<file path="config.mk">
export PLATFORM = sky130hd
export DESIGN_NAME = ook_pulse_width_encoder_unit
export DESIGN_NICKNAME = d
export VERILOG_FILES = /design/src/hdl/ookpwe_pkg.sv /design/src/hdl/ook_pulse_width_encoder_unit.sv /design/src/hdl/ookpwe_packer.sv
export SDC_FILE = /design/constraint.sdc
export NUM_CORES = 1
export LEC_CHECK = 0
export ABC_AREA = 1
export BUFFER_PORTS_ARGS = -buffer_cell sky130_fd_sc_hd__buf_2
export CAP_MARGIN = 20
export CORE_MARGIN = 1.5
export CORE_UTILIZATION = 63
export CTS_BUF_LIST = sky130_fd_sc_hd__clkbuf_8
export DETAILED_ROUTE_END_ITERATION = 7
export PLACE_DENSITY_LB_ADDON = 0.12
export SYNTH_ARGS = -nofsm -noshare
export SYNTH_HDL_FRONTEND = slang
export SYNTH_SLANG_ARGS = --single-unit
</file>
<file path="constraint.sdc">
create_clock -name clk -period 5.15 [get_ports clk]
set_input_delay 0.7725 -clock clk [delete_from_list [all_inputs] [get_ports clk]]
set_output_delay 0.7725 -clock clk [all_outputs]
set_load 0.005 [all_outputs]
</file>
<file path="src/hdl/ookpwe_pkg.sv">
// ----------------------------------------------------------------------------
// ookpwe_pkg
// Types, constants and register indexes shared by the OOK pulse-width encoder.
// ----------------------------------------------------------------------------
package ookpwe_pkg;

  localparam int RUN_WIDTH_DEF = 6;

  localparam logic [3:0]  BYTE_CHIPS = 4'd8;
  localparam logic [19:0] TOTAL_MAX  = 20'hFFFFF;

  // configuration register indexes
  localparam logic [2:0] REG_HIGH_FIRST = 3'd0;
  localparam logic [2:0] REG_START_LEN  = 3'd1;
  localparam logic [2:0] REG_END_LEN    = 3'd2;
  localparam logic [2:0] REG_ZERO_LEN   = 3'd3;
  localparam logic [2:0] REG_ONE_LEN    = 3'd4;

  // run phases: two runs for each of the start, data and end symbols
  localparam logic [2:0] PH_START_A = 3'd0;
  localparam logic [2:0] PH_START_B = 3'd1;
  localparam logic [2:0] PH_DATA_A  = 3'd2;
  localparam logic [2:0] PH_DATA_B  = 3'd3;
  localparam logic [2:0] PH_END_A   = 3'd4;
  localparam logic [2:0] PH_END_B   = 3'd5;

  // symbol selected by the upper two phase bits
  localparam logic [1:0] SYM_START = 2'd0;
  localparam logic [1:0] SYM_DATA  = 2'd1;
  localparam logic [1:0] SYM_END   = 2'd2;

  typedef enum logic [1:0] {
    ST_IDLE,
    ST_LOAD,
    ST_RUN,
    ST_FLUSH
  } state_t;

  typedef struct packed {
    logic data_bit;
    logic first_bit;
    logic last_bit;
  } in_t;

  typedef struct packed {
    logic [7:0]  raw_byte;
    logic [3:0]  valid_chips;
    logic        last_byte;
    logic [19:0] frame_length;
  } out_t;

  // packer state handed to the shift unit
  typedef struct packed {
    logic [7:0]  acc;
    logic [2:0]  fill;
    logic [19:0] total;
    logic        chip;
  } pack_req_t;

  // packer result: fill may reach eight, chunk is the number of chips taken
  typedef struct packed {
    logic [7:0]  acc;
    logic [3:0]  fill;
    logic [19:0] total;
    logic [3:0]  chunk;
  } pack_res_t;

endpackage

</file>
<file path="src/hdl/ook_pulse_width_encoder_unit.sv">
// ----------------------------------------------------------------------------
// ook_pulse_width_encoder_unit
// OOK pulse-width encoder: data bits to MSB-first packed chip bytes.
// ----------------------------------------------------------------------------
// Each accepted bit is expanded into runs of high and low chips (start symbol
// before a first bit, end symbol after a last bit) which a shared shift unit
// packs into bytes, up to eight chips per cycle while a held byte can move on
// to the output. Each of an item's two, four or six runs is loaded and then
// closed, a non-empty run is cut into chunks at byte boundaries, and a flush
// then sends the held byte and, at a frame's end, the remainder. A completed
// byte is held back one chunk so that the final byte of a frame can carry
// last_byte; the input stalls until the item's bytes have all moved into the
// output register.
module ook_pulse_width_encoder_unit import ookpwe_pkg::*; #(
  parameter int RUN_WIDTH = RUN_WIDTH_DEF
) (
  input  logic                   clk,
  input  logic                   rst_n,
  input  logic                   in_valid,
  output logic                   in_stall,
  input  in_t                    in_data,
  output logic                   out_valid,
  input  logic                   out_stall,
  output out_t                   out_data,
  input  logic                   cfg_we,
  input  logic [2:0]             cfg_index,
  input  logic [2*RUN_WIDTH-1:0] cfg_data
);

  localparam int LW = 2 * RUN_WIDTH;

  // configuration
  logic          high_first_r;
  logic [LW-1:0] start_len_r, end_len_r, zero_len_r, one_len_r;

  // sequencer and packing state
  state_t                 state_r, state_nxt;
  logic [2:0]             phase_r, phase_nxt;
  logic                   data_r, data_nxt;
  logic                   last_r, last_nxt;
  logic                   chip_r, chip_nxt;
  logic [RUN_WIDTH-1:0]   run_left_r, run_left_nxt;
  logic [7:0]             acc_r, acc_nxt;
  logic [2:0]             fill_r, fill_nxt;
  logic [19:0]            total_r, total_nxt;
  logic                   pend_v_r, pend_v_nxt;
  logic [7:0]             pend_byte_r, pend_byte_nxt;
  logic [19:0]            pend_total_r, pend_total_nxt;
  logic                   out_valid_r, out_valid_nxt;
  out_t                   out_r, out_nxt;

  logic          in_fire, out_free;
  logic [LW-1:0] sym_len;
  logic          run_chip;
  pack_req_t     pk_req;
  pack_res_t     pk_res;

  assign in_stall  = (state_r != ST_IDLE);
  assign in_fire   = in_valid && !in_stall;
  assign out_valid = out_valid_r;
  assign out_data  = out_r;
  assign out_free  = !out_valid_r || !out_stall;

  always_ff @(posedge clk) begin
    if (!rst_n) begin
      high_first_r <= 1'b1;
      start_len_r  <= '0;
      end_len_r    <= '0;
      zero_len_r   <= '0;
      one_len_r    <= '0;
    end else if (cfg_we) begin
      unique case (cfg_index)
        REG_HIGH_FIRST: high_first_r <= cfg_data[0];
        REG_START_LEN:  start_len_r  <= cfg_data;
        REG_END_LEN:    end_len_r    <= cfg_data;
        REG_ZERO_LEN:   zero_len_r   <= cfg_data;
        REG_ONE_LEN:    one_len_r    <= cfg_data;
        default: ;
      endcase
    end
  end

  // lengths of the symbol in the current phase, and the run's chip value
  always_comb begin
    unique case (phase_r[2:1])
      SYM_START: sym_len = start_len_r;
      SYM_DATA:  sym_len = data_r ? one_len_r : zero_len_r;
      SYM_END:   sym_len = end_len_r;
      default:   sym_len = '0;
    endcase
    run_chip = phase_r[0] ? !high_first_r : high_first_r;
  end

  assign pk_req = '{acc: acc_r, fill: fill_r, total: total_r, chip: chip_r};

  ookpwe_packer #(.RUN_WIDTH(RUN_WIDTH)) u_packer (
    .req      (pk_req),
    .run_left (run_left_r),
    .res      (pk_res)
  );

  always_ff @(posedge clk) begin
    if (!rst_n) begin
      state_r     <= ST_IDLE;
      phase_r     <= PH_START_A;
      acc_r       <= '0;
      fill_r      <= '0;
      total_r     <= '0;
      pend_v_r    <= 1'b0;
      out_valid_r <= 1'b0;
    end else begin
      state_r     <= state_nxt;
      phase_r     <= phase_nxt;
      acc_r       <= acc_nxt;
      fill_r      <= fill_nxt;
      total_r     <= total_nxt;
      pend_v_r    <= pend_v_nxt;
      out_valid_r <= out_valid_nxt;
    end
  end

  always_ff @(posedge clk) begin
    data_r       <= data_nxt;
    last_r       <= last_nxt;
    chip_r       <= chip_nxt;
    run_left_r   <= run_left_nxt;
    pend_byte_r  <= pend_byte_nxt;
    pend_total_r <= pend_total_nxt;
    out_r        <= out_nxt;
  end

  always_comb begin
    state_nxt      = state_r;
    phase_nxt      = phase_r;
    data_nxt       = data_r;
    last_nxt       = last_r;
    chip_nxt       = chip_r;
    run_left_nxt   = run_left_r;
    acc_nxt        = acc_r;
    fill_nxt       = fill_r;
    total_nxt      = total_r;
    pend_v_nxt     = pend_v_r;
    pend_byte_nxt  = pend_byte_r;
    pend_total_nxt = pend_total_r;
    out_nxt        = out_r;
    out_valid_nxt  = out_valid_r && out_stall;

    unique case (state_r)
      ST_IDLE: begin
        if (in_fire) begin
          data_nxt = in_data.data_bit;
          last_nxt = in_data.last_bit;
          if (in_data.first_bit) begin
            acc_nxt   = '0;
            fill_nxt  = '0;
            total_nxt = '0;
            phase_nxt = PH_START_A;
          end else begin
            phase_nxt = PH_DATA_A;
          end
          state_nxt = ST_LOAD;
        end
      end

      ST_LOAD: begin
        chip_nxt     = run_chip;
        run_left_nxt = run_chip ? sym_len[LW-1:RUN_WIDTH] : sym_len[RUN_WIDTH-1:0];
        state_nxt    = ST_RUN;
      end

      ST_RUN: begin
        if (run_left_r == '0) begin
          if ((phase_r == PH_DATA_B && !last_r) || phase_r == PH_END_B) begin
            state_nxt = ST_FLUSH;
          end else begin
            phase_nxt = phase_r + 3'd1;
            state_nxt = ST_LOAD;
          end
        end else if (!pend_v_r || out_free) begin
          run_left_nxt = run_left_r - RUN_WIDTH'(pk_res.chunk);
          total_nxt    = pk_res.total;
          // more chips follow the held byte, so it cannot be the last one
          if (pend_v_r) begin
            out_valid_nxt = 1'b1;
            out_nxt       = '{raw_byte: pend_byte_r, valid_chips: BYTE_CHIPS,
                              last_byte: 1'b0, frame_length: pend_total_r};
            pend_v_nxt    = 1'b0;
          end
          if (pk_res.fill == BYTE_CHIPS) begin
            pend_v_nxt     = 1'b1;
            pend_byte_nxt  = pk_res.acc;
            pend_total_nxt = pk_res.total;
            acc_nxt        = '0;
            fill_nxt       = '0;
          end else begin
            acc_nxt  = pk_res.acc;
            fill_nxt = pk_res.fill[2:0];
          end
        end
      end

      ST_FLUSH: begin
        if (out_free) begin
          priority if (pend_v_r) begin
            out_valid_nxt = 1'b1;
            out_nxt       = '{raw_byte: pend_byte_r, valid_chips: BYTE_CHIPS,
                              last_byte: last_r && (fill_r == '0),
                              frame_length: pend_total_r};
            pend_v_nxt    = 1'b0;
            if (!last_r || fill_r == '0) begin
              state_nxt = ST_IDLE;
            end
            if (last_r && fill_r == '0) begin
              acc_nxt   = '0;
              total_nxt = '0;
            end
          end else if (!last_r) begin
            state_nxt = ST_IDLE;
          end else begin
            // remainder, or an empty marker when nothing is left
            out_valid_nxt = 1'b1;
            out_nxt       = '{raw_byte: 8'(acc_r << (BYTE_CHIPS - {1'b0, fill_r})),
                              valid_chips: {1'b0, fill_r}, last_byte: 1'b1,
                              frame_length: total_r};
            acc_nxt       = '0;
            fill_nxt      = '0;
            total_nxt     = '0;
            state_nxt     = ST_IDLE;
          end
        end
      end

      default: state_nxt = ST_IDLE;
    endcase
  end

  // held byte never outlives its item
  a_pend_idle: assert property (@(posedge clk) disable iff (!rst_n)
    state_r == ST_IDLE |-> !pend_v_r)
    else $error("held byte left over after item");

  // a short byte only ever closes a frame
  a_short_last: assert property (@(posedge clk) disable iff (!rst_n)
    out_valid_r && out_r.valid_chips != BYTE_CHIPS |-> out_r.last_byte)
    else $error("partial byte without last_byte");

  // a frame close leaves the packer empty
  a_close_clear: assert property (@(posedge clk) disable iff (!rst_n)
    $rose(out_valid_r && out_r.last_byte) |-> fill_r == '0 && total_r == '0)
    else $error("packer state not cleared at frame end");

  // the packer never takes chips while a held byte cannot move on
  a_no_overrun: assert property (@(posedge clk) disable iff (!rst_n)
    state_r == ST_RUN && pend_v_r && !out_free |=> $stable(run_left_r))
    else $error("chips packed over a blocked held byte");

endmodule

</file>
<file path="src/hdl/ookpwe_packer.sv">
// ----------------------------------------------------------------------------
// ookpwe_packer
// Shift unit: moves a chunk of identical chips into the byte accumulator,
// as many as the run has left or the byte has room for, and counts them.
// ----------------------------------------------------------------------------
module ookpwe_packer import ookpwe_pkg::*; #(
  parameter int RUN_WIDTH = RUN_WIDTH_DEF
) (
  input  pack_req_t              req,
  input  logic [RUN_WIDTH-1:0]   run_left,
  output pack_res_t              res
);

  localparam int CW = (RUN_WIDTH > 4) ? RUN_WIDTH : 4;

  logic [3:0]  room;
  logic [3:0]  chunk;
  logic [15:0] shifted;
  logic [8:0]  ones;
  logic [20:0] sum;

  always_comb begin
    room = BYTE_CHIPS - {1'b0, req.fill};
    if (CW'(run_left) < CW'(room)) begin
      chunk = 4'(run_left);
    end else begin
      chunk = room;
    end
    shifted = {8'd0, req.acc} << chunk;
    ones    = (9'd1 << chunk) - 9'd1;
    sum     = {1'b0, req.total} + 21'(chunk);

    res.chunk = chunk;
    res.acc   = shifted[7:0] | (req.chip ? ones[7:0] : 8'd0);
    res.fill  = {1'b0, req.fill} + chunk;
    // saturate the frame length
    res.total = (sum > {1'b0, TOTAL_MAX}) ? TOTAL_MAX : sum[19:0];
  end

endmodule
</file>
After elaboration in Yosys (flattened, before gate mapping)
Index checks and enable logic that the tools add are counted.
- output and inout bits: 35
- register bits: 157
- input bits: 23
- word-level logic and storage cells: 167
- add/sub/neg operators: 6
- reduce and logical (&&, ||, !) cells: 38
- muxes and demuxes: 69
- eq/ne operators: 25
- shifts and indexed selects: 3
- order comparisons: 2
- bitwise gates (word level): 2
- operator list (operator ; number):
    2-to-1 mux 33 bit ; 6
    2-to-1 mux 20 bit ; 9
    2-to-1 mux 8 bit ; 10
    case mux 33 bit (2 select lines) ; 1
    case mux 20 bit (3 select lines) ; 1
    case mux 12 bit (3 select lines) ; 1
    2-to-1 mux 3 bit ; 11
    case mux 8 bit (3 select lines) ; 1
    adder 20 x 4 -> 21 bit ; 1
    > comparator 21 x 20 -> 1 bit, second input constant ; 1
    inequality test 2 bit, second input constant ; 10
    2-to-1 mux 6 bit ; 3
    AND reduction 4 bit ; 4
    AND reduction 8 bit ; 2
    << shifter 8 x 4 -> 8 bit ; 2
    2-to-1 mux 2 bit ; 7
    2-to-1 mux 12 bit ; 1
    case mux 6 bit (2 select lines) ; 1
    AND reduction 2 bit ; 6
    2-to-1 mux 1 bit ; 11
    == test 3 x 2 -> 1 bit, second input constant ; 3
    inequality test 3 bit, second input constant ; 3
    case mux 3 bit (3 select lines) ; 1
    bitwise OR 8 bit ; 1
    other kinds (27) ; 48

Depth between registers and ports, before layout
- depth after elaboration: 11
- mapped depth: 26

Modules after synthesis
From an unflattened synthesis, not the netlist that was laid out.
- cells, all modules: 1107
- area total of the unflattened synthesis: 8350.5 um2
- by module, submodules not included (module ; sequential area each (um2) ; cells an instance ; area each (um2) ; instances):
    ook_pulse_width_encoder_unit ; 3843.7 ; 857 ; 6991.7 ; 1
    ookpwe_packer ; 0.0 ; 250 ; 1358.8 ; 1

Worst setup path before layout
Ideal clock, no wire load.
- path type: register to register
- start: reg fill_r[0]
- end: reg pend_byte_r[0], enable pin
- setup time: 0.391 ns
- setup slack: 0.884 ns
- data arrival time: 3.875 ns
- cell stages (with the launch flop): 20
- cell sequence: dfxtp_1 > inv_1 > clkbuf_1 > ha_1 > buf_2 > clkinv_1 > ha_1 > nand2_1 > nand2_1 > nand2_4 > nand2_4 > nand2_2 > nand2_2 > buf_6 > ha_1 > fa_1 > xnor2_1 > nand3_1 > o21bai_1 > nor2_2
- longest elaborated chain between the ends: 6
- ends and longest elaborated chain (what ; line ; source):
    start, declared ; ook_pulse_width_encoder_unit.sv:44 ; logic [2:0] fill_r, fill_nxt;
    start signal, assigned ; ook_pulse_width_encoder_unit.sv:115 ; fill_r <= fill_nxt;
    subtractor 4 x 3 -> 4 bit ; ookpwe_packer.sv:23 ; room = BYTE_CHIPS - {1'b0, req.fill};
    < comparator 6 x 4 -> 1 bit ; ookpwe_packer.sv:24 ; if (CW'(run_left) < CW'(room)) begin
    2-to-1 mux 4 bit ; ookpwe_packer.sv:24 ;
    adder 3 x 4 -> 4 bit (*) ; ookpwe_packer.sv:35 ; res.fill = {1'b0, req.fill} + chunk;
    == test 4 bit (*) ; ook_pulse_width_encoder_unit.sv:189 ; if (pk_res.fill == BYTE_CHIPS) begin
    AND reduction 4 bit (no source line) (*) ; - ;
    end signal, assigned ; ook_pulse_width_encoder_unit.sv:127 ; pend_byte_r <= pend_byte_nxt;
    end, declared ; ook_pulse_width_encoder_unit.sv:47 ; logic [7:0] pend_byte_r, pend_byte_nxt;
Mark *: on every way between the ends. The rest lies on a longest branch, timed or not.
A chain may end at the register's enable or synchronous reset.

==> flow_summary.json <==
{
  "cts_resized": 0,
  "drt_iter0_markers": 543,
  "yosysWarningCount": 0,
  "max_stage_delay_ns": 0.57,
  "avgRoutedWirePerCell_um": 15.3,
  "hp-start": "zero_len_r[5]",
  "numCtsBuffers": 17,
  "cpLargestDelayFamily": "adder cells",
  "hold_violations": 0,
  "root_buffer": "clkbuf_8",
  "critPathArrivalTime_ns": 4.92,
  "critical_path.max_fanout": 18,
  "grt_remaining_overflow": 0,
  "min_period_ns": 4.57,
  "floorplan.initialDensity_pct": 65.5,
  "synthCells": 987,
  "drc_errors": 0,
  "cts_tree": "built",
  "die_area_um2": 13400,
  "reg2reg_depth": 22,
  "synth_edf_count": 70,
  "grt_first_pass_wirelength_mm": 30.6,
  "layout-drive-gt1-share_pct": 14.5,
  "yosysSeqAreaShare_pct": 48.0,
  "cts_setup_buffers": 0,
  "fp.dieH_um": 116,
  "cts.clk_slew.worst_paths_ns": 0.09,
  "rsz0062_at_grt": "false",
  "cap_violations": 0,
  "final.period_utilization_pct": 88.8,
  "hold_depth": 2,
  "insertion_delay_ns": 0.47,
  "synth_seq_cells": 157,
  "tightest_slew_ns": 1.02,
  "reg2reg_to": "total_r[9]",
  "gp_congestion": 0.917,
  "required_ns": 5.50,
  "antenna_found_initial": 0,
  "synthFlopType": "dfxtp_1",
  "antenna_left": 0,
  "cts_max_level": 4,
  "synth_area_um2": 8000,
  "grt_use_total_pct": 29.7,
  "path_buf_inv": 3,
  "end_kind": "flop",
  "firstDrtPassIters": 5,
  "worst_path_most_repeated_cell": "nand2_1",
  "status": "finished clean",
  "dr_total_vias": 6879,
  "cts_sinks": 157,
  "report.power.total_uw": 5170,
  "rows": 40,
  "diodes": 0,
  "r2r-start": "fill_r[0]",
  "ios": 58,
  "final.setup.tns_ns": 0,
  "p_leak_uw": 0.00363,
  "power.density_nw_per_um2": 587,
  "grt_pass1_vias": 6336,
  "hold_class": "flop to flop",
  "skew_ns": 0.00606,
  "startpoint_type": "flop",
  "cts_hold_buf": 0,
  "crit_chain": "inv_1 -> ha_1 -> clkinv_1 -> ha_1 -> nand2_1 -> nand2_1 -> nand2_4 -> nand2_4 -> nand2_2 -> nand2_2 -> ha_1 -> fa_1 -> nand3_1 -> nand2_1 -> nand4_2 -> nor2_2 -> nand2_2 -> nor3_4 -> inv_2 -> o21ai_0 -> nand2_1 -> a21oi_1",
  "coreArea_um2": 12200,
  "area_growth_pct": 9.98,
  "syn_nets": 1034,
  "io_buffers": 57,
  "finalNetCount": 1081,
  "crit_type": "flop to flop",
  "relSlewSlack_pct": 31.2,
  "r2r_slack_ns": 0.58,
  "finalWirelength_mm": 18.6,
  "viasPerCell": 5.66,
  "finalSetupViolCount": 0,
  "drv_slew": 0,
  "post-dp-hpwl_mm": 12.8,
  "synthArstFlopShare_pct": 0,
  "clk_path_buf_depth": 2,
  "yosysUniqueCellTypes": 50,
  "grt_max_degree": 55,
  "holdPathEnd": "zero_len_r[5]",
  "cp_slowest_cell": "dfxtp_1",
  "die_w_um": 116,
  "ir_drop_mv": 0.306,
  "fmaxAchievable_ghz": 0.219,
  "avgSynthCellArea_um2": 8.11
}
==> worst max path at each step <==
| stage | slack [ns] | end | from | cells past startpoint |
|---|---|---|---|---|
| after floorplan | 0.88 | pend_byte_r[0] | fill_r[0] | 19 |
| after global placement | 0.86 | pend_total_r[7] | fill_r[0] | 20 |
| after detailed placement | 0.65 | total_r[7] | fill_r[0] | 22 |
| after CTS | 0.65 | total_r[7] | fill_r[0] | 22 |
| after global routing | 0.24 | total_r[9] | fill_r[0] | 22 |
| final | 0.58 | total_r[9] | fill_r[0] | 22 |
==> state kept, by name, indices dropped and copies added (netlist names), 6 cells and up <==
| register | cells |
|---|---|
| out_data | 33 |
| pend_total_r | 20 |
| total_r | 20 |
| end_len_r | 12 |
| one_len_r | 12 |
| start_len_r | 12 |
| zero_len_r | 12 |
| acc_r | 8 |
| pend_byte_r | 8 |
| run_left_r | 6 |
==> worst min-delay path, cell delays in order (launching register included) <==
cell	delay (ns)
dfxtp_1	0.30
inv_1	0.06
a21oi_1	0.05
==> synthesized netlist by cell type, types with 13 or more instances <==
master | instances | area, um2
o21ai_0 | 105 | 526
clkbuf_1 | 26 | 97.6
a21oi_1 | 72 | 360
nand2_1 | 215 | 807
xor2_1 | 13 | 114
nand3_1 | 51 | 255
edfxtp_1 | 70 | 2100
nor2_1 | 120 | 450
ha_1 | 21 | 263
inv_1 | 80 | 300
dfxtp_1 | 87 | 1740
nand2_2 | 18 | 113
==> cell type report <==
cell class | instances | area [um2]
well taps | 168 | 210
fillers | 985 | 3410
inverters | 92 | 348
repair buffers | 65 | 345
clock buffers | 17 | 234
multi-input cells | 701 | 3650
flip-flops and latches | 157 | 3840
clock inverters | 15 | 171
==> power by group <==
| part | internal, uW | total [uW] | switching [uW] | leakage (uW) |
|---|---|---|---|---|
| Sequential | 1520 | 1630 | 108 | 0.00137 |
| Combinational | 845 | 2580 | 1740 | 0.00206 |
| Clock | 477 | 954 | 477 | 0.000201 |
==> placed cells by master (no fill, tap or decap), types with 21 or more instances in the layout <==
master	count
a21oi_1	72
buf_2	57
dfxtp_1	87
edfxtp_1	70
ha_1	21
inv_1	80
nand2_1	215
nand3_1	51
nor2_1	120
o21ai_0	105
==> layer usage <==
layer,share of wire (%),vias up,global-route usage (%)
met2,46,284,46.6
met1,44,3167,40.6
met4,2.2,0,11.3
met3,7.7,40,6.49
met5,0,-,0
li1,-,3388,-
==> logic make-up after synthesis <==
family,Yosys count,share of synthesized area (%)
flip-flops,157,48.0
multiplexers,1,0.125
XOR/XNOR,17,1.86
AND/OR/NAND/NOR,449,24.9
buffers and inverters,129,6.60
adder cells (fa/ha/maj),24,4.03
AO/OA/AOI/OAI,210,14.4
==> stage by stage <==
stage	setup slack (ns)	hold slack [ns]	util, %	cell area (um2)	instances
finish	0.576	0.456	72.1	8800	1215
global route	0.240	0.457	72.1	8800	1215
CTS	0.649	0.456	72.1	8800	1215
detailed placement	0.652	0.444	68.7	8390	1183
global placement	0.858	0.444	68.7	8390	1183
floorplan	0.884	0.429	-	8000	987
No activity file was read; power rests on OpenSTA's default activity.
